$ cat src/sv/sdoc_pkg.sv
// Package with the types and constants of the expedited SDO client.
`default_nettype none
package sdoc_pkg;

   // Kind of request that arrives on the request channel.
   typedef enum logic [1:0] {
      KIND_WRITE = 2'd0,
      KIND_READ  = 2'd1,
      KIND_FRAME = 2'd2,
      KIND_TICK  = 2'd3
   } kind_type;

   // Completion status codes.
   typedef enum logic [2:0] {
      STATUS_CONFIRMED  = 3'd0,
      STATUS_READ       = 3'd1,
      STATUS_ABORT      = 3'd2,
      STATUS_UNEXPECTED = 3'd3,
      STATUS_TIMEOUT    = 3'd4,
      STATUS_REFUSED    = 3'd5
   } status_type;

   localparam logic [10:0] TX_BASE = 11'h600;
   localparam logic [10:0] RX_BASE = 11'h580;

   localparam logic [7:0] CMD_WRITE1 = 8'h2F;
   localparam logic [7:0] CMD_WRITE2 = 8'h2B;
   localparam logic [7:0] CMD_WRITE4 = 8'h23;
   localparam logic [7:0] CMD_READ   = 8'h40;

   localparam logic [7:0] RSP_CONFIRM = 8'h60;
   localparam logic [7:0] RSP_ABORT   = 8'h80;
   localparam logic [7:0] RSP_READ1   = 8'h4F;
   localparam logic [7:0] RSP_READ2   = 8'h4B;
   localparam logic [7:0] RSP_READ4   = 8'h43;

   localparam logic [9:0] TIMEOUT_RESET = 10'd200;

   typedef struct packed {
      logic [1:0]  req_type;
      logic [6:0]  target_node;
      logic [15:0] obj_index;
      logic [7:0]  obj_subindex;
      logic [2:0]  write_size;
      logic [31:0] write_value;
      logic [10:0] rx_id;
      logic [63:0] rx_data;
   } req_payload_type;

   typedef struct packed {
      logic        tx_valid;
      logic [10:0] tx_id;
      logic [63:0] tx_data;
      logic        done_res;
      logic [2:0]  status;
      logic [31:0] read_value;
      logic        fwd_valid;
      logic [10:0] fwd_id;
      logic [63:0] fwd_data;
   } rsp_payload_type;

   // A request held in the input register.
   typedef struct packed {
      logic            valid;
      req_payload_type payload;
   } stage_type;

endpackage
`default_nettype wire

$ cat src/sv/sdoc_if.sv
// Request and response channel interfaces of the expedited SDO client.
`default_nettype none
interface sdoc_req_if;
   logic        valid;
   logic        ready;
   logic [1:0]  req_type;
   logic [6:0]  target_node;
   logic [15:0] obj_index;
   logic [7:0]  obj_subindex;
   logic [2:0]  write_size;
   logic [31:0] write_value;
   logic [10:0] rx_id;
   logic [63:0] rx_data;

   modport source (output valid, req_type, target_node, obj_index, obj_subindex,
                   write_size, write_value, rx_id, rx_data, input ready);
   modport sink (input valid, req_type, target_node, obj_index, obj_subindex,
                 write_size, write_value, rx_id, rx_data, output ready);
endinterface

interface sdoc_rsp_if;
   logic        valid;
   logic        ready;
   logic        tx_valid;
   logic [10:0] tx_id;
   logic [63:0] tx_data;
   logic        done_res;
   logic [2:0]  status;
   logic [31:0] read_value;
   logic        fwd_valid;
   logic [10:0] fwd_id;
   logic [63:0] fwd_data;

   modport source (output valid, tx_valid, tx_id, tx_data, done_res, status,
                   read_value, fwd_valid, fwd_id, fwd_data, input ready);
   modport sink (input valid, tx_valid, tx_id, tx_data, done_res, status,
                 read_value, fwd_valid, fwd_id, fwd_data, output ready);
endinterface
`default_nettype wire

$ cat src/sv/sdoc_input_stage.sv
// Input register that captures one request from the request channel.
`default_nettype none
module sdoc_input_stage
   import sdoc_pkg::*;
(
   input  wire logic  clock,
   input  wire logic  reset,
   sdoc_req_if.sink   req,
   output stage_type  stage,
   input  wire logic  take
);

   logic            valid_ff;
   logic            valid_in;
   req_payload_type payload_ff;
   logic            load;

   // The register may load when empty or when its content leaves this cycle.
   assign req.ready = !valid_ff || take;
   assign load      = req.valid && req.ready;

   always_comb begin
      valid_in = valid_ff;
      if (load) begin
         valid_in = 1'b1;
      end else if (take) begin
         valid_in = 1'b0;
      end
   end

   always_ff @(posedge clock) begin
      if (reset) begin
         valid_ff <= 1'b0;
      end else begin
         valid_ff <= valid_in;
      end
   end

   always_ff @(posedge clock) begin
      if (load) begin
         payload_ff <= '{req_type:     req.req_type,
                         target_node:  req.target_node,
                         obj_index:    req.obj_index,
                         obj_subindex: req.obj_subindex,
                         write_size:   req.write_size,
                         write_value:  req.write_value,
                         rx_id:        req.rx_id,
                         rx_data:      req.rx_data};
      end
   end

   assign stage.valid   = valid_ff;
   assign stage.payload = payload_ff;

endmodule
`default_nettype wire

$ cat src/sv/sdoc_engine.sv
// Transfer state, response decode and result register of the SDO client.
`default_nettype none
module sdoc_engine
   import sdoc_pkg::*;
(
   input  wire logic       clock,
   input  wire logic       reset,
   input  wire logic       csr_we,
   input  wire logic [9:0] csr_wdata,
   input  wire stage_type  stage,
   output logic            take,
   sdoc_rsp_if.source      rsp
);

   logic            pending_ff, pending_in;
   logic [6:0]      peer_ff, peer_in;
   logic [9:0]      waited_ff, waited_in;
   logic [9:0]      timeout_ff;
   rsp_payload_type rsp_ff, res;
   logic            rsp_valid_ff;

   kind_type        kind;
   logic [7:0]      cmd;
   logic [31:0]     wpay;
   logic            size_ok;
   logic [10:0]     tick_next;
   logic [7:0]      rx_cmd;
   logic [31:0]     rx_hi;

   assign take = stage.valid && (!rsp_valid_ff || rsp.ready);

   assign kind      = kind_type'(stage.payload.req_type);
   assign tick_next = {1'b0, waited_ff} + 11'd1;
   assign rx_cmd    = stage.payload.rx_data[7:0];
   assign rx_hi     = stage.payload.rx_data[63:32];

   // Command byte and zero padded value for a write or read request.
   always_comb begin
      cmd     = CMD_READ;
      wpay    = '0;
      size_ok = 1'b1;
      if (kind == KIND_WRITE) begin
         unique case (stage.payload.write_size)
            3'd1: begin
               cmd  = CMD_WRITE1;
               wpay = {24'd0, stage.payload.write_value[7:0]};
            end
            3'd2: begin
               cmd  = CMD_WRITE2;
               wpay = {16'd0, stage.payload.write_value[15:0]};
            end
            3'd4: begin
               cmd  = CMD_WRITE4;
               wpay = stage.payload.write_value;
            end
            default: begin
               size_ok = 1'b0;
            end
         endcase
      end
   end

   always_comb begin
      res        = '0;
      pending_in = pending_ff;
      peer_in    = peer_ff;
      waited_in  = waited_ff;
      unique case (kind)
         KIND_WRITE, KIND_READ: begin
            if (pending_ff || !size_ok) begin
               res.done_res = 1'b1;
               res.status   = STATUS_REFUSED;
            end else begin
               res.tx_valid = 1'b1;
               res.tx_id    = TX_BASE + {4'd0, stage.payload.target_node};
               res.tx_data  = {wpay, stage.payload.obj_subindex, stage.payload.obj_index, cmd};
               pending_in   = 1'b1;
               peer_in      = stage.payload.target_node;
               waited_in    = '0;
            end
         end
         KIND_FRAME: begin
            if (pending_ff && stage.payload.rx_id == RX_BASE + {4'd0, peer_ff}) begin
               res.done_res = 1'b1;
               unique case (rx_cmd)
                  RSP_CONFIRM: res.status = STATUS_CONFIRMED;
                  RSP_ABORT:   res.status = STATUS_ABORT;
                  RSP_READ1: begin
                     res.status     = STATUS_READ;
                     res.read_value = {24'd0, rx_hi[7:0]};
                  end
                  RSP_READ2: begin
                     res.status     = STATUS_READ;
                     res.read_value = {16'd0, rx_hi[15:0]};
                  end
                  RSP_READ4: begin
                     res.status     = STATUS_READ;
                     res.read_value = rx_hi;
                  end
                  default:     res.status = STATUS_UNEXPECTED;
               endcase
               pending_in = 1'b0;
               waited_in  = '0;
            end else begin
               res.fwd_valid = 1'b1;
               res.fwd_id    = stage.payload.rx_id;
               res.fwd_data  = stage.payload.rx_data;
            end
         end
         KIND_TICK: begin
            if (pending_ff) begin
               if (tick_next >= {1'b0, timeout_ff}) begin
                  res.done_res = 1'b1;
                  res.status   = STATUS_TIMEOUT;
                  pending_in   = 1'b0;
                  waited_in    = '0;
               end else begin
                  waited_in = tick_next[9:0];
               end
            end
         end
         default: begin
            res = '0;
         end
      endcase
   end

   always_ff @(posedge clock) begin
      if (reset) begin
         pending_ff   <= 1'b0;
         peer_ff      <= '0;
         waited_ff    <= '0;
         timeout_ff   <= TIMEOUT_RESET;
         rsp_valid_ff <= 1'b0;
      end else begin
         if (csr_we) begin
            timeout_ff <= csr_wdata;
         end
         if (take) begin
            pending_ff <= pending_in;
            peer_ff    <= peer_in;
            waited_ff  <= waited_in;
         end
         if (take) begin
            rsp_valid_ff <= 1'b1;
         end else if (rsp.ready) begin
            rsp_valid_ff <= 1'b0;
         end
      end
   end

   always_ff @(posedge clock) begin
      if (take) begin
         rsp_ff <= res;
      end
   end

   assign rsp.valid      = rsp_valid_ff;
   assign rsp.tx_valid   = rsp_ff.tx_valid;
   assign rsp.tx_id      = rsp_ff.tx_id;
   assign rsp.tx_data    = rsp_ff.tx_data;
   assign rsp.done_res   = rsp_ff.done_res;
   assign rsp.status     = rsp_ff.status;
   assign rsp.read_value = rsp_ff.read_value;
   assign rsp.fwd_valid  = rsp_ff.fwd_valid;
   assign rsp.fwd_id     = rsp_ff.fwd_id;
   assign rsp.fwd_data   = rsp_ff.fwd_data;

endmodule
`default_nettype wire

$ cat src/sv/sdo_expedited_client_core.sv
// Top level of the expedited CANopen SDO client.
//
//   Channel  | Direction | Handshake          | Carries
//   ---------+-----------+--------------------+---------------------------------------
//   req      | in        | valid / ready      | write, read, received frame or tick
//   rsp      | out       | valid / ready      | tx frame, completion status, forward
//   csr      | in        | csr_we, no wait    | timeout_ticks (10 bits)
//
// Every request produces exactly one response. A request passes through the
// input register and then the response register, which drives rsp; one
// request can be taken every cycle while rsp is not stalled. The input and
// response registers form a two-entry pipeline; when rsp is stalled the input
// register still takes one more request before req.ready falls.
// Reset clears the transfer state, sets the timeout to 200 ticks and empties
// both registers; no clearing pass is needed.
`default_nettype none
module sdo_expedited_client_core
   import sdoc_pkg::*;
(
   input  wire logic       clock,
   input  wire logic       reset,
   sdoc_req_if.sink        req,
   sdoc_rsp_if.source      rsp,
   input  wire logic       csr_we,
   input  wire logic [9:0] csr_wdata
);

   stage_type stage;
   logic      take;

   // Input register: holds the accepted request until the engine consumes it.
   sdoc_input_stage u_input_stage (
      .clock (clock),
      .reset (reset),
      .req   (req),
      .stage (stage),
      .take  (take)
   );

   // Engine: builds the request frame or sorts the server's answer, updates
   // the pending transfer and the tick counter, and registers the response.
   sdoc_engine u_engine (
      .clock     (clock),
      .reset     (reset),
      .csr_we    (csr_we),
      .csr_wdata (csr_wdata),
      .stage     (stage),
      .take      (take),
      .rsp       (rsp)
   );

endmodule
`default_nettype wire

$ cat src/flat_wrapper.sv
// flat-port wrapper written by rule: the top's interface ports become plain ports
module sdo_expedited_client_core_flat import sdoc_pkg::*;
  (clock, reset, csr_we, csr_wdata, req_valid, req_req_type, req_target_node, req_obj_index, req_obj_subindex, req_write_size, req_write_value, req_rx_id, req_rx_data, req_ready, rsp_valid, rsp_tx_valid, rsp_tx_id, rsp_tx_data, rsp_done_res, rsp_status, rsp_read_value, rsp_fwd_valid, rsp_fwd_id, rsp_fwd_data, rsp_ready);
  sdoc_req_if req_i ();
  sdoc_rsp_if rsp_i ();
  input  wire logic clock;
  input  wire logic reset;
  input  wire logic csr_we;
  input  wire logic [9:0] csr_wdata;
  input wire logic [$bits(req_i.valid)-1:0] req_valid;
  input wire logic [$bits(req_i.req_type)-1:0] req_req_type;
  input wire logic [$bits(req_i.target_node)-1:0] req_target_node;
  input wire logic [$bits(req_i.obj_index)-1:0] req_obj_index;
  input wire logic [$bits(req_i.obj_subindex)-1:0] req_obj_subindex;
  input wire logic [$bits(req_i.write_size)-1:0] req_write_size;
  input wire logic [$bits(req_i.write_value)-1:0] req_write_value;
  input wire logic [$bits(req_i.rx_id)-1:0] req_rx_id;
  input wire logic [$bits(req_i.rx_data)-1:0] req_rx_data;
  output wire logic [$bits(req_i.ready)-1:0] req_ready;
  output wire logic [$bits(rsp_i.valid)-1:0] rsp_valid;
  output wire logic [$bits(rsp_i.tx_valid)-1:0] rsp_tx_valid;
  output wire logic [$bits(rsp_i.tx_id)-1:0] rsp_tx_id;
  output wire logic [$bits(rsp_i.tx_data)-1:0] rsp_tx_data;
  output wire logic [$bits(rsp_i.done_res)-1:0] rsp_done_res;
  output wire logic [$bits(rsp_i.status)-1:0] rsp_status;
  output wire logic [$bits(rsp_i.read_value)-1:0] rsp_read_value;
  output wire logic [$bits(rsp_i.fwd_valid)-1:0] rsp_fwd_valid;
  output wire logic [$bits(rsp_i.fwd_id)-1:0] rsp_fwd_id;
  output wire logic [$bits(rsp_i.fwd_data)-1:0] rsp_fwd_data;
  input wire logic [$bits(rsp_i.ready)-1:0] rsp_ready;
  assign req_i.valid = req_valid;
  assign req_i.req_type = req_req_type;
  assign req_i.target_node = req_target_node;
  assign req_i.obj_index = req_obj_index;
  assign req_i.obj_subindex = req_obj_subindex;
  assign req_i.write_size = req_write_size;
  assign req_i.write_value = req_write_value;
  assign req_i.rx_id = req_rx_id;
  assign req_i.rx_data = req_rx_data;
  assign req_ready = req_i.ready;
  assign rsp_valid = rsp_i.valid;
  assign rsp_tx_valid = rsp_i.tx_valid;
  assign rsp_tx_id = rsp_i.tx_id;
  assign rsp_tx_data = rsp_i.tx_data;
  assign rsp_done_res = rsp_i.done_res;
  assign rsp_status = rsp_i.status;
  assign rsp_read_value = rsp_i.read_value;
  assign rsp_fwd_valid = rsp_i.fwd_valid;
  assign rsp_fwd_id = rsp_i.fwd_id;
  assign rsp_fwd_data = rsp_i.fwd_data;
  assign rsp_i.ready = rsp_ready;
  sdo_expedited_client_core u_core (.clock(clock), .reset(reset), .req(req_i), .rsp(rsp_i), .csr_we(csr_we), .csr_wdata(csr_wdata));
endmodule
$ cat config.mk
export PLATFORM = sky130hd
export DESIGN_NAME = sdo_expedited_client_core_flat
export DESIGN_NICKNAME = d
export VERILOG_FILES = /design/src/sv/sdoc_pkg.sv /design/src/sv/sdoc_if.sv /design/src/sv/sdoc_input_stage.sv /design/src/sv/sdoc_engine.sv /design/src/sv/sdo_expedited_client_core.sv /design/src/flat_wrapper.sv
export SDC_FILE = /design/constraint.sdc
export NUM_CORES = 1
export LEC_CHECK = 0
export ABC_AREA = 0
export BUFFER_PORTS_ARGS = -buffer_cell sky130_fd_sc_hd__buf_2
export CAP_MARGIN = 10
export CORE_MARGIN = 4
export CORE_UTILIZATION = 47
export DETAILED_ROUTE_END_ITERATION = 8
export GPL_TIMING_DRIVEN = 0
export PLACE_DENSITY_LB_ADDON = 0.1
export SLEW_MARGIN = 0
export SYNTH_ARGS = -nofsm -noshare
export SYNTH_HDL_FRONTEND = slang
export SYNTH_SLANG_ARGS = --single-unit
$ cat constraint.sdc
create_clock -name clock -period 15.2 [get_ports clock]
set_input_delay 4.56 -clock clock [delete_from_list [all_inputs] [get_ports clock]]
set_output_delay 4.56 -clock clock [all_outputs]
set_load 0.01 [all_outputs]
==> flow_summary.yaml, run 1 <==
route:
  postRouteAntennaNets: 0
  first_pass_iters: 5
  num_vias: 7266
  totalWireLength_um: 27200
  vias_per_cell: 4.79
  drc: 0
  routedWlPerCell_um: 17.9
  drtIter0Drc: 423
synthesis:
  yosys-top-cells-count: "edfxtp_1 (324), and2_1 (174), dfxtp_1 (30)"
  syn_inst: 751
  yosys.area.top_type_share_pct: 75.3
  ys_ff_latch: 354
  synth_edf_count: 324
  synth.cell_area_sq_um: 12900
  yosysMostFrequentCell: "edfxtp_1"
  yosys.area.top_type: "edfxtp_1"
  async_flop_share_pct: 0
  synthFlopType: "edfxtp_1"
  synth_warnings: 0
  synth_area_per_cell_sq_um: 17.2
  ys_types: 53
  yosysSeqAreaShare_pct: 80.0
  synth_area_leaders: "edfxtp_1 (75%), and2_1 (8.4%), dfxtp_1 (4.7%)"
cts:
  ctsHoldBuffers: 0
  cts_inserted_buffers: 38
  cts_resized: 0
  cts_num_sinks: 354
  postCtsSetupBuffers: 0
  tritoncts: "yes"
  cts_max_path_buffers: 3
  clkTransAtPathRegs_ns: 0.05
  htreeDepth: 2
  cts-root-buf: "clkbuf_16"
  clk_latency_ns: 0.51
timing:
  finalHoldViolations: 0
  fin_setup_tns_ns: 0
  holdWs_ns: 0.468
  skew_ns: 0.0239
  finalSetupViolCount: 0
  setup_ws_ns: 5.41
  rsz0062_at_grt: "false"
  period_minus_slack_ns: 9.79
  maxSlewHeadroom_pct: 54.0
  fmax_mhz: 102
  worst_pin_slew_ns: 0.688
  slew_violations: 0
  fin_crit_sh_pct: 64.4
die:
  start_util_pct: 47.8
  num_rows: 60
  die_width_um: 174
  dieArea_sq_um: 30200
  ios: 348
  core_area_sq_um: 27000
  dieHeight_um: 174
finish:
  nFillCells: 2098
  area_delta_synth_final_pct: 27.7
  drive_gt1_share_pct: 37.6
  seqCellArea_sq_um: 10300
  final_nets: 1314
  multi_input_area_sq_um: 2370
  final_area_sq_um: 16500
global_routing:
  grt_max_degree: 63
  overflow: 0
  grt_usage_pct: 17.5
  grt_pass1_wl_um: 41100
  grt_pass1_vias: 7246
  antenna_found_initial: 7
worst_setup_path:
  cp_max_fo: 4
  cp.required_ns: 10.64
  r2r_cells: 12
  crit_chain: "buf_2 > nor2b_1 > nand2_1 > buf_2"
  cpPeakStageDelay_ns: 0.30
  path_class: "input port to primary output"
  slowest_stage: "nor2b_1"
  start_kind: "input port"
  cpMostUsedCell: "buf_2"
  cp.arrival_ns: 5.23
  endpoint_kind: "primary output"
power_and_ir_drop:
  p_per_area_nw_per_um2: 130
  max-vdd-ir-drop_v: 0.000106
  leakage_nw: 6.53
status:
  status: "complete, no violations"
flow_run:
  drv_cap: 0
placement:
  gp_congestion: 0.776
  port_buffers: 343
  post-dp-hpwl_um: 19800
  place_area_sq_um: 15300
  dp_slack_ns: 5.41
worst_hold_path:
  hp-class: "flip-flop to flip-flop"
  whs_path_depth: 2
==> worst max-delay path, delay by kind of cell <==
kind	cells	cell delay, ns
AND/OR/NAND/NOR	2	0.42
buffers and inverters	2	0.25
==> power by group <==
group	leakage (nW)	internal [mW]	total (mW)	switching, mW
logic	2.58	0.0518	0.123	0.0713
registers	3.36	1.12	1.13	0.0141
clock network	0.595	0.543	0.896	0.354
total	6.53	1.71	2.15	0.439
==> area by class of cell <==
type	count	area share, %
Timing Repair Buffer	351	11.5
Buffer	30	1.00
Clock buffer	48	6.18
Sequential cell	354	62.6
Clock inverter	20	1.21
Antenna cell	4	0.0607
Multi-Input combinational cell	350	14.3
Tap cell	341	2.59
Inverter	20	0.455
==> cell families (layout without fill, tap and decap cells) <==
| family | Yosys count | after routing | synth area share [%] |
|---|---|---|---|
| other | 1 | 8 | 0.0290 |
| AOI/OAI and AO/OA | 42 | 42 | 2.43 |
| buffers and inverters | 50 | 469 | 1.86 |
| and+or+nand+nor | 262 | 262 | 12.4 |
| muxes | 14 | 14 | 1.09 |
| xor gates and xnor gates | 17 | 17 | 1.15 |
| adders and majority gates | 11 | 11 | 1.07 |
| DFF | 354 | 354 | 80.0 |
==> sequential cells by signal, indices dropped and copies added (netlist names), 3 cells and up <==
signal,flops
u_core.u_engine.rsp.tx_id,8
u_core.u_engine.timeout_ff,10
u_core.u_engine.peer_ff,7
u_core.u_engine.waited_ff,10
u_core.u_engine.rsp.tx_data,60
u_core.u_engine.rsp.read_value,32
u_core.u_engine.rsp.fwd_id,11
u_core.u_engine.rsp.status,3
u_core.u_input_stage.stage,143
u_core.u_engine.rsp.fwd_data,64
==> layout by cell type, fill, tap and decap left out, types with 3 or more instances in the layout <==
| cell | netlist | layout |
|---|---|---|
| o21ai_0 | 5 | 5 |
| nor3_1 | 3 | 3 |
| clkinv_1 | 0 | 8 |
| nor2_1 | 24 | 24 |
| xnor2_1 | 7 | 7 |
| bufinv_16 | 0 | 4 |
| and2_1 | 174 | 173 |
| clkinv_2 | 0 | 5 |
| buf_2 | 2 | 345 |
| buf_12 | 0 | 5 |
| dfxtp_1 | 30 | 30 |
| nand2_1 | 19 | 19 |
| o32ai_1 | 6 | 6 |
| mux2i_1 | 14 | 14 |
| inv_1 | 20 | 20 |
| clkbuf_16 | 0 | 39 |
| edfxtp_1 | 324 | 324 |
| a21oi_1 | 12 | 12 |
| diode_2 | 0 | 4 |
| clkbuf_1 | 12 | 20 |
| a21oi_2 | 5 | 5 |
| ha_1 | 11 | 11 |
| nand4_1 | 3 | 3 |
| o211ai_1 | 3 | 3 |
| buf_16 | 0 | 3 |
| xor2_1 | 10 | 10 |
| clkbuf_2 | 4 | 4 |
| or3_1 | 3 | 3 |
| nor2b_1 | 5 | 4 |
| buf_4 | 10 | 10 |
| conb_1 | 1 | 4 |
| nand3_1 | 8 | 8 |
| nor3b_1 | 3 | 3 |
==> per-stage QoR <==
stage / power [mW] / utilization (%) / cells
after detailed placement: 1.28 / 56.5 / 1446
after global placement: 1.28 / 55.8 / 1438
after CTS: 2.18 / 61.0 / 1514
final: 2.15 / 61.0 / 1518
after global routing: 2.23 / 61.0 / 1517
after floorplan: 1.22 / - / 754
==> path summary, 6_finish.rpt <==
kind	startpoint	to	slack [ns]
max	rsp_ready	req_ready	5.41
min	u_core.u_engine.waited_ff[1]	u_core.u_engine.waited_ff[1]	0.47
max reg2reg	u_core.u_engine.waited_ff[0]	u_core.u_engine.waited_ff[7]	12.11
min reg2reg	u_core.u_engine.waited_ff[1]	u_core.u_engine.waited_ff[1]	0.47
==> per-layer routing <==
metal  global-route usage (%)  routed length, um  vias up
met5                        0                 55        -
met4                     4.72                591        8
met3                     6.15               2620       51
met2                     30.2              13500      288
met1                     21.1              10500     3403
li1                         -                  -     3516
No activity file was read; power rests on OpenSTA's default activity.
==> run 2: changes to the inputs <==
--- a/config.mk
+++ b/config.mk
@@ -5,11 +5,11 @@
 export SDC_FILE = /design/constraint.sdc
 export NUM_CORES = 1
 export LEC_CHECK = 0
-export ABC_AREA = 0
+export ABC_AREA = 1
 export BUFFER_PORTS_ARGS = -buffer_cell sky130_fd_sc_hd__buf_2
 export CAP_MARGIN = 10
 export CORE_MARGIN = 4
-export CORE_UTILIZATION = 47
+export CORE_UTILIZATION = 52
 export DETAILED_ROUTE_END_ITERATION = 8
 export GPL_TIMING_DRIVEN = 0
 export PLACE_DENSITY_LB_ADDON = 0.1
==> constraint.sdc (replaced) <==
create_clock -name clock -period 10.21 [get_ports clock]
set_input_delay 3.063 -clock clock [delete_from_list [all_inputs] [get_ports clock]]
set_output_delay 3.063 -clock clock [all_outputs]
set_load 0.01 [all_outputs]
==> run 2 against run 1 <==
Net effect: combinational power rose by 64%; sequential cell count did not move; clock skew fell by 0.014 ns; via count rose by 15%; worst setup slack got worse by 1.8 ns; first-iteration DRC count rose by 55%; sequential power rose by 50%; hold slack improved by 0.00099 ns; clock-buffer cell count did not move; die area fell by 7.5%; critical endpoint unchanged; highest routed layer is now met4.
==> flow_summary.yaml, run 2 <==
synthesis:
  yosysMostFrequentCell: "edfxtp_1"
  synth_warnings: 0
  synth_area_leaders: "edfxtp_1 (74%), inv_1 (5.0%), dfxtp_1 (4.6%)"
  synth_area_per_cell_sq_um: 13.4
  synthFlopType: "edfxtp_1"
  syn_inst: 985
  async_flop_share_pct: 0
  synth_xor_area_share_pct: 0.399
  yosys-top-cells-count: "edfxtp_1 (324), inv_1 (177), nor2_1 (156)"
  synth_compound_area_share_pct: 2.30
  synth_top_family_by_area: "simple AND/OR/NAND/NOR gates"
  synth_edf_count: 324
  synth.cell_area_sq_um: 13200
  synth-simple-area-share_pct: 11.3
  synth_fa_ha_area_share_pct: 1.05
  yosys.area.top_type_share_pct: 73.9
  yosysSeqAreaShare_pct: 78.5
  synth_mux_area_share_pct: 0
  yosys.area.top_type: "edfxtp_1"
  ys_types: 32
  ys_ff_latch: 354
timing:
  fmax_mhz: 153
  period_minus_slack_ns: 6.55
  finalHoldViolations: 0
  finalSetupViolCount: 0
  slew_violations: 0
  rsz0062_at_grt: "false"
  fin_setup_tns_ns: 0
  worst_pin_slew_ns: 0.970
  setup_ws_ns: 3.66
  maxSlewHeadroom_pct: 34.8
  holdWs_ns: 0.469
  skew_ns: 0.0103
  fin_crit_sh_pct: 64.2
power_and_ir_drop:
  max-vdd-ir-drop_v: 0.000145
  p_per_area_nw_per_um2: 189
  leakage_nw: 7.12
worst_setup_path:
  cp_max_fo: 3
  r2r-end: "u_core.u_engine.rsp.done_res"
  endpoint_kind: "primary output"
  rr_startpoint: "u_core.u_engine.waited_ff[0]"
  cp.arrival_ns: 3.49
  crit_path_end: "req_ready"
  startpoint: "rsp_ready"
  cp.required_ns: 7.15
  path_class: "input port to primary output"
  r2r_slack_ns: 7.31
  start_kind: "input port"
  r2r_cells: 14
finish:
  area_delta_synth_final_pct: 25.1
  fin_util_pct: 66.9
  final_common_cell: "buf_2"
  largest_register_ffs: 143
  mostFrequentLayoutCells: "buf_2 (353), edfxtp_1 (324), inv_1 (175), nor2_1 (156), nand2_1 (94)"
  final_nets: 1539
  final_area_sq_um: 16500
  drive_gt1_share_pct: 30.7
placement:
  dp_slack_ns: 3.65
  post-dp-hpwl_um: 20500
  port_buffers: 342
  gp_congestion: 0.791
  place_area_sq_um: 15400
cts:
  htreeDepth: 2
  cts_max_path_buffers: 3
  clk_latency_ns: 0.50
  tritoncts: "yes"
  cts_inserted_buffers: 36
  clkTransAtPathRegs_ns: 0.06
  ctsHoldBuffers: 0
  cts-root-buf: "clkbuf_16"
  cts_resized: 0
  cts_num_sinks: 354
  postCtsSetupBuffers: 0
die:
  dieArea_sq_um: 27900
  num_rows: 57
  core_area_sq_um: 24600
  dieHeight_um: 167
  die_width_um: 167
  start_util_pct: 53.5
  ios: 348
route:
  totalWireLength_um: 29200
  vias_per_cell: 4.83
  drtIter0Drc: 656
  postRouteAntennaNets: 0
  num_vias: 8326
  routedWlPerCell_um: 16.9
  drc: 0
  first_pass_iters: 5
global_routing:
  overflow: 0
  grt_max_degree: 108
  grt_pass1_vias: 8070
  antenna_found_initial: 5
  grt_pass1_wl_um: 43700
  grt_usage_pct: 20.0
status:
  status: "complete, no violations"
worst_hold_path:
  hp-class: "flip-flop to flip-flop"
flow_run:
  drv_cap: 0
-- run 2: cell types whose count changed in the layout (fill, tap and decap cells not counted), moves of 6 or more --
cell	before	now
nand3_1	8	37
nand2_1	19	94
nand2_2	0	7
nor3_1	3	33
xnor2_1	7	1
a21oi_1	12	34
o21ai_0	5	19
and2_1	173	0
o32ai_1	6	0
mux2i_1	14	0
nor2_1	24	156
buf_2	345	353
inv_1	20	175
-- run 2: worst min-delay path by stage --
stage          cells past startpoint                     startpoint                            end
6_report                           2  u_core.u_engine.timeout_ff[7]  u_core.u_engine.timeout_ff[7]
5_1_grt                            2  u_core.u_engine.timeout_ff[7]  u_core.u_engine.timeout_ff[7]
2_1_floorplan                      2  u_core.u_engine.timeout_ff[9]  u_core.u_engine.timeout_ff[9]
3_3_place_gp                       2  u_core.u_engine.timeout_ff[1]  u_core.u_engine.timeout_ff[1]
4_1_cts                            2  u_core.u_engine.timeout_ff[1]  u_core.u_engine.timeout_ff[1]
3_5_place_dp                       2  u_core.u_engine.timeout_ff[1]  u_core.u_engine.timeout_ff[1]
-- run 2: stage by stage --
stage,cells,total power [mW]
4_1_cts,1718,3.15
6_report,1723,3.12
2_1_floorplan,988,1.83
5_1_grt,1723,3.24
3_5_place_dp,1656,1.93
3_3_place_gp,1654,1.93
-- run 2: logic make-up (layout without fill, tap and decap cells) --
kind of cell               Yosys count  count (layout)
other                                1               9
and+or+nand+nor                    344             344
adders and majority gates           11              11
AOI/OAI and AO/OA                   59              59
xor gates and xnor gates             6               6
buffers and inverters              210             616
DFF                                354             354
-- run 2: cell type report --
cell class,instances,area (sq um)
multi-input cells,424,1990
inverters,178,681
repair buffers,344,1770
clock buffers,48,977
well taps,324,405
plain buffers,32,183
clock inverters,14,111
fillers,1889,8150
flip-flops and latches,354,10300
diodes,5,12.5
-- run 2: per-layer routing --
layer	GRT usage, %	vias to the layer above	part of all wire, %
met2	35.1	307	51
met1	24.2	3924	38
met3	4.91	50	7.7
met5	0	-	0
met4	7.29	0	2.8
li1	-	4045	-
-- run 2: worst max-delay path, cell delays in order --
cell	delay, ns
buf_2	0.10
inv_1	0.06
nand3_1	0.10
buf_2	0.17
-- run 2: power breakdown --
group / total [mW] / leakage, nW / internal, mW / switching, mW
sequential: 1.69 / 3.32 / 1.67 / 0.0223
combinational: 0.202 / 3.27 / 0.0714 / 0.130
clock: 1.22 / 0.525 / 0.719 / 0.505
total: 3.12 / 7.12 / 2.46 / 0.658
==> run 3: changes to the inputs <==
--- a/config.mk
+++ b/config.mk
@@ -5,11 +5,11 @@
 export SDC_FILE = /design/constraint.sdc
 export NUM_CORES = 1
 export LEC_CHECK = 0
-export ABC_AREA = 1
+export ABC_AREA = 0
 export BUFFER_PORTS_ARGS = -buffer_cell sky130_fd_sc_hd__buf_2
 export CAP_MARGIN = 10
 export CORE_MARGIN = 4
-export CORE_UTILIZATION = 52
+export CORE_UTILIZATION = 47
 export DETAILED_ROUTE_END_ITERATION = 8
 export GPL_TIMING_DRIVEN = 0
 export PLACE_DENSITY_LB_ADDON = 0.1
==> constraint.sdc (replaced) <==
create_clock -name clock -period 5.5 [get_ports clock]
set_input_delay 1.65 -clock clock [delete_from_list [all_inputs] [get_ports clock]]
set_output_delay 1.65 -clock clock [all_outputs]
set_load 0.01 [all_outputs]
==> run 3 against run 2 <==
Net effect: register-to-register slack lost 4.8 ns; routed wire length shrank 8.7%; sequential share of layout area grew 0.15 points; cell area shrank 0.24%; combinational power grew 68%; clock skew shrank 0.0019 ns; hold slack gained 0.0026 ns; critical endpoint unchanged; sequential cell count is the same; via count shrank 13%; cell count shrank 12%; die area grew 8.2%; core utilization shrank 6.1 points.
==> flow_summary.yaml, run 3 (same netlist as run 1, synthesis figures left out) <==
status:
  status: "complete, no violations"
timing:
  maxSlewHeadroom_pct: 35.3
  fin_setup_tns_ns: 0
  setup_ws_ns: 1.70
  finalHoldViolations: 0
  slew_violations: 0
  skew_ns: 0.00845
  fmax_mhz: 263
  rsz0062_at_grt: "false"
  finalSetupViolCount: 0
  holdWs_ns: 0.471
  fin_crit_sh_pct: 69.0
  period_minus_slack_ns: 3.80
  worst_pin_slew_ns: 0.968
finish:
  mostFrequentLayoutCells: "buf_2 (345), edfxtp_1 (324), and2_1 (173), clkbuf_16 (38), dfxtp_1 (30)"
  final_common_cell: "buf_2"
  drive_gt1_share_pct: 37.8
  final_area_sq_um: 16400
  final_nets: 1312
  area_delta_synth_final_pct: 27.1
  largest_register_ffs: 143
  finalNonFillerCells: 1515
  fin_util_pct: 60.8
placement:
  post-dp-hpwl_um: 19200
  place_area_sq_um: 15300
  port_buffers: 343
  dp_slack_ns: 1.56
  gp_congestion: 0.741
  dp_cells: 1445
worst_setup_path:
  cp_max_fo: 4
  rr_startpoint: "u_core.u_engine.waited_ff[0]"
  path_class: "input port to primary output"
  crit_buf_inv: 2
  start_kind: "input port"
  cpPeakStageDelay_ns: 0.16
  cp.required_ns: 3.85
  cp.arrival_ns: 2.15
  crit_chain: "buf_2 > nor2b_4 > nand2_1 > buf_2"
  cp_top_family: "buffers and inverters"
  endpoint_kind: "primary output"
  cpMostUsedCell: "buf_2"
  slowest_stage: "nor2b_4"
  startpoint: "rsp_ready"
route:
  routedWlPerCell_um: 17.6
  drtIter0Drc: 516
  num_vias: 7240
  drc: 0
  postRouteAntennaNets: 0
  first_pass_iters: 4
  totalWireLength_um: 26600
  vias_per_cell: 4.78
cts:
  clkTransAtPathRegs_ns: 0.06
  htreeDepth: 2
  ctsHoldBuffers: 0
  clk_latency_ns: 0.51
  tritoncts: "yes"
  cts_max_path_buffers: 3
  postCtsSetupBuffers: 0
  cts_inserted_buffers: 37
  cts-root-buf: "clkbuf_16"
  cts_resized: 0
  cts_num_sinks: 354
die:
  dieHeight_um: 174
  num_rows: 60
  core_area_sq_um: 27000
  die_width_um: 174
  ios: 348
  start_util_pct: 47.8
  dieArea_sq_um: 30200
power_and_ir_drop:
  power_mw: 5.82
  leakage_nw: 6.49
  p_per_area_nw_per_um2: 354
  max-vdd-ir-drop_v: 0.000263
worst_hold_path:
  hp-class: "flip-flop to flip-flop"
  hold_start: "u_core.u_engine.waited_ff[1]"
global_routing:
  antenna_found_initial: 10
  grt_usage_pct: 17.2
  overflow: 0
  grt_pass1_vias: 7156
  grt_pass1_wl_um: 40400
  grt_max_degree: 55
flow_run:
  drv_cap: 0
## run 3: changes by cell type in the layout (fill, tap and decap cells not counted), sizes merged, moves of 6 or more
cell | previous run | this run
and2 | 0 | 174
inv | 178 | 21
nor2 | 159 | 24
nand2 | 102 | 19
nand3 | 39 | 9
nor3 | 35 | 6
a21oi | 34 | 17
o21ai | 22 | 6
mux2i | 0 | 14
o32ai | 0 | 6
xnor2 | 1 | 7
## run 3: tightest hold or removal path, delay by kind of cell, from the launching register on
kind / cells / cell delay [ns]
AOI/OAI and AO/OA: 1 / 0.05
DFF: 1 / 0.32
and+or+nand+nor: 1 / 0.06
## run 3: layer usage
| layer | global-route usage [%] | wire [um] | vias to the layer above |
|---|---|---|---|
| li1 | - | - | 3503 |
| met5 | 0 | 62 | - |
| met2 | 29.3 | 13100 | 264 |
| met1 | 21.0 | 10600 | 3403 |
| met3 | 5.78 | 2210 | 58 |
| met4 | 4.98 | 635 | 12 |
## run 3: where the power goes
| group | total [mW] | switching, mW | leakage [nW] | internal, mW |
|---|---|---|---|---|
| clock | 2.36 | 0.978 | 0.559 | 1.38 |
| sequential | 3.12 | 0.0385 | 3.36 | 3.09 |
| combinational | 0.339 | 0.197 | 2.58 | 0.142 |
| total | 5.82 | 1.21 | 6.49 | 4.61 |
## run 3: worst paths after layout
kind | to | cells after the start | slack (ns)
setup / recovery | req_ready | 4 | 1.70
hold / removal | u_core.u_engine.waited_ff[1] | 2 | 0.47
setup reg to reg | u_core.u_engine.waited_ff[4] | 12 | 2.47
hold reg to reg | u_core.u_engine.waited_ff[1] | 2 | 0.47
## run 3: cell type report
cell class,count,area (sq um)
Antenna cell,5,12.5
Sequential cell,354,10300
Tap cell,341,427
Inverter,20,75.1
Multi-Input combinational cell,350,2370
Clock inverter,19,161
Clock buffer,46,991
Buffer,30,169
Fill cell,2093,10600
Timing Repair Buffer,350,1880
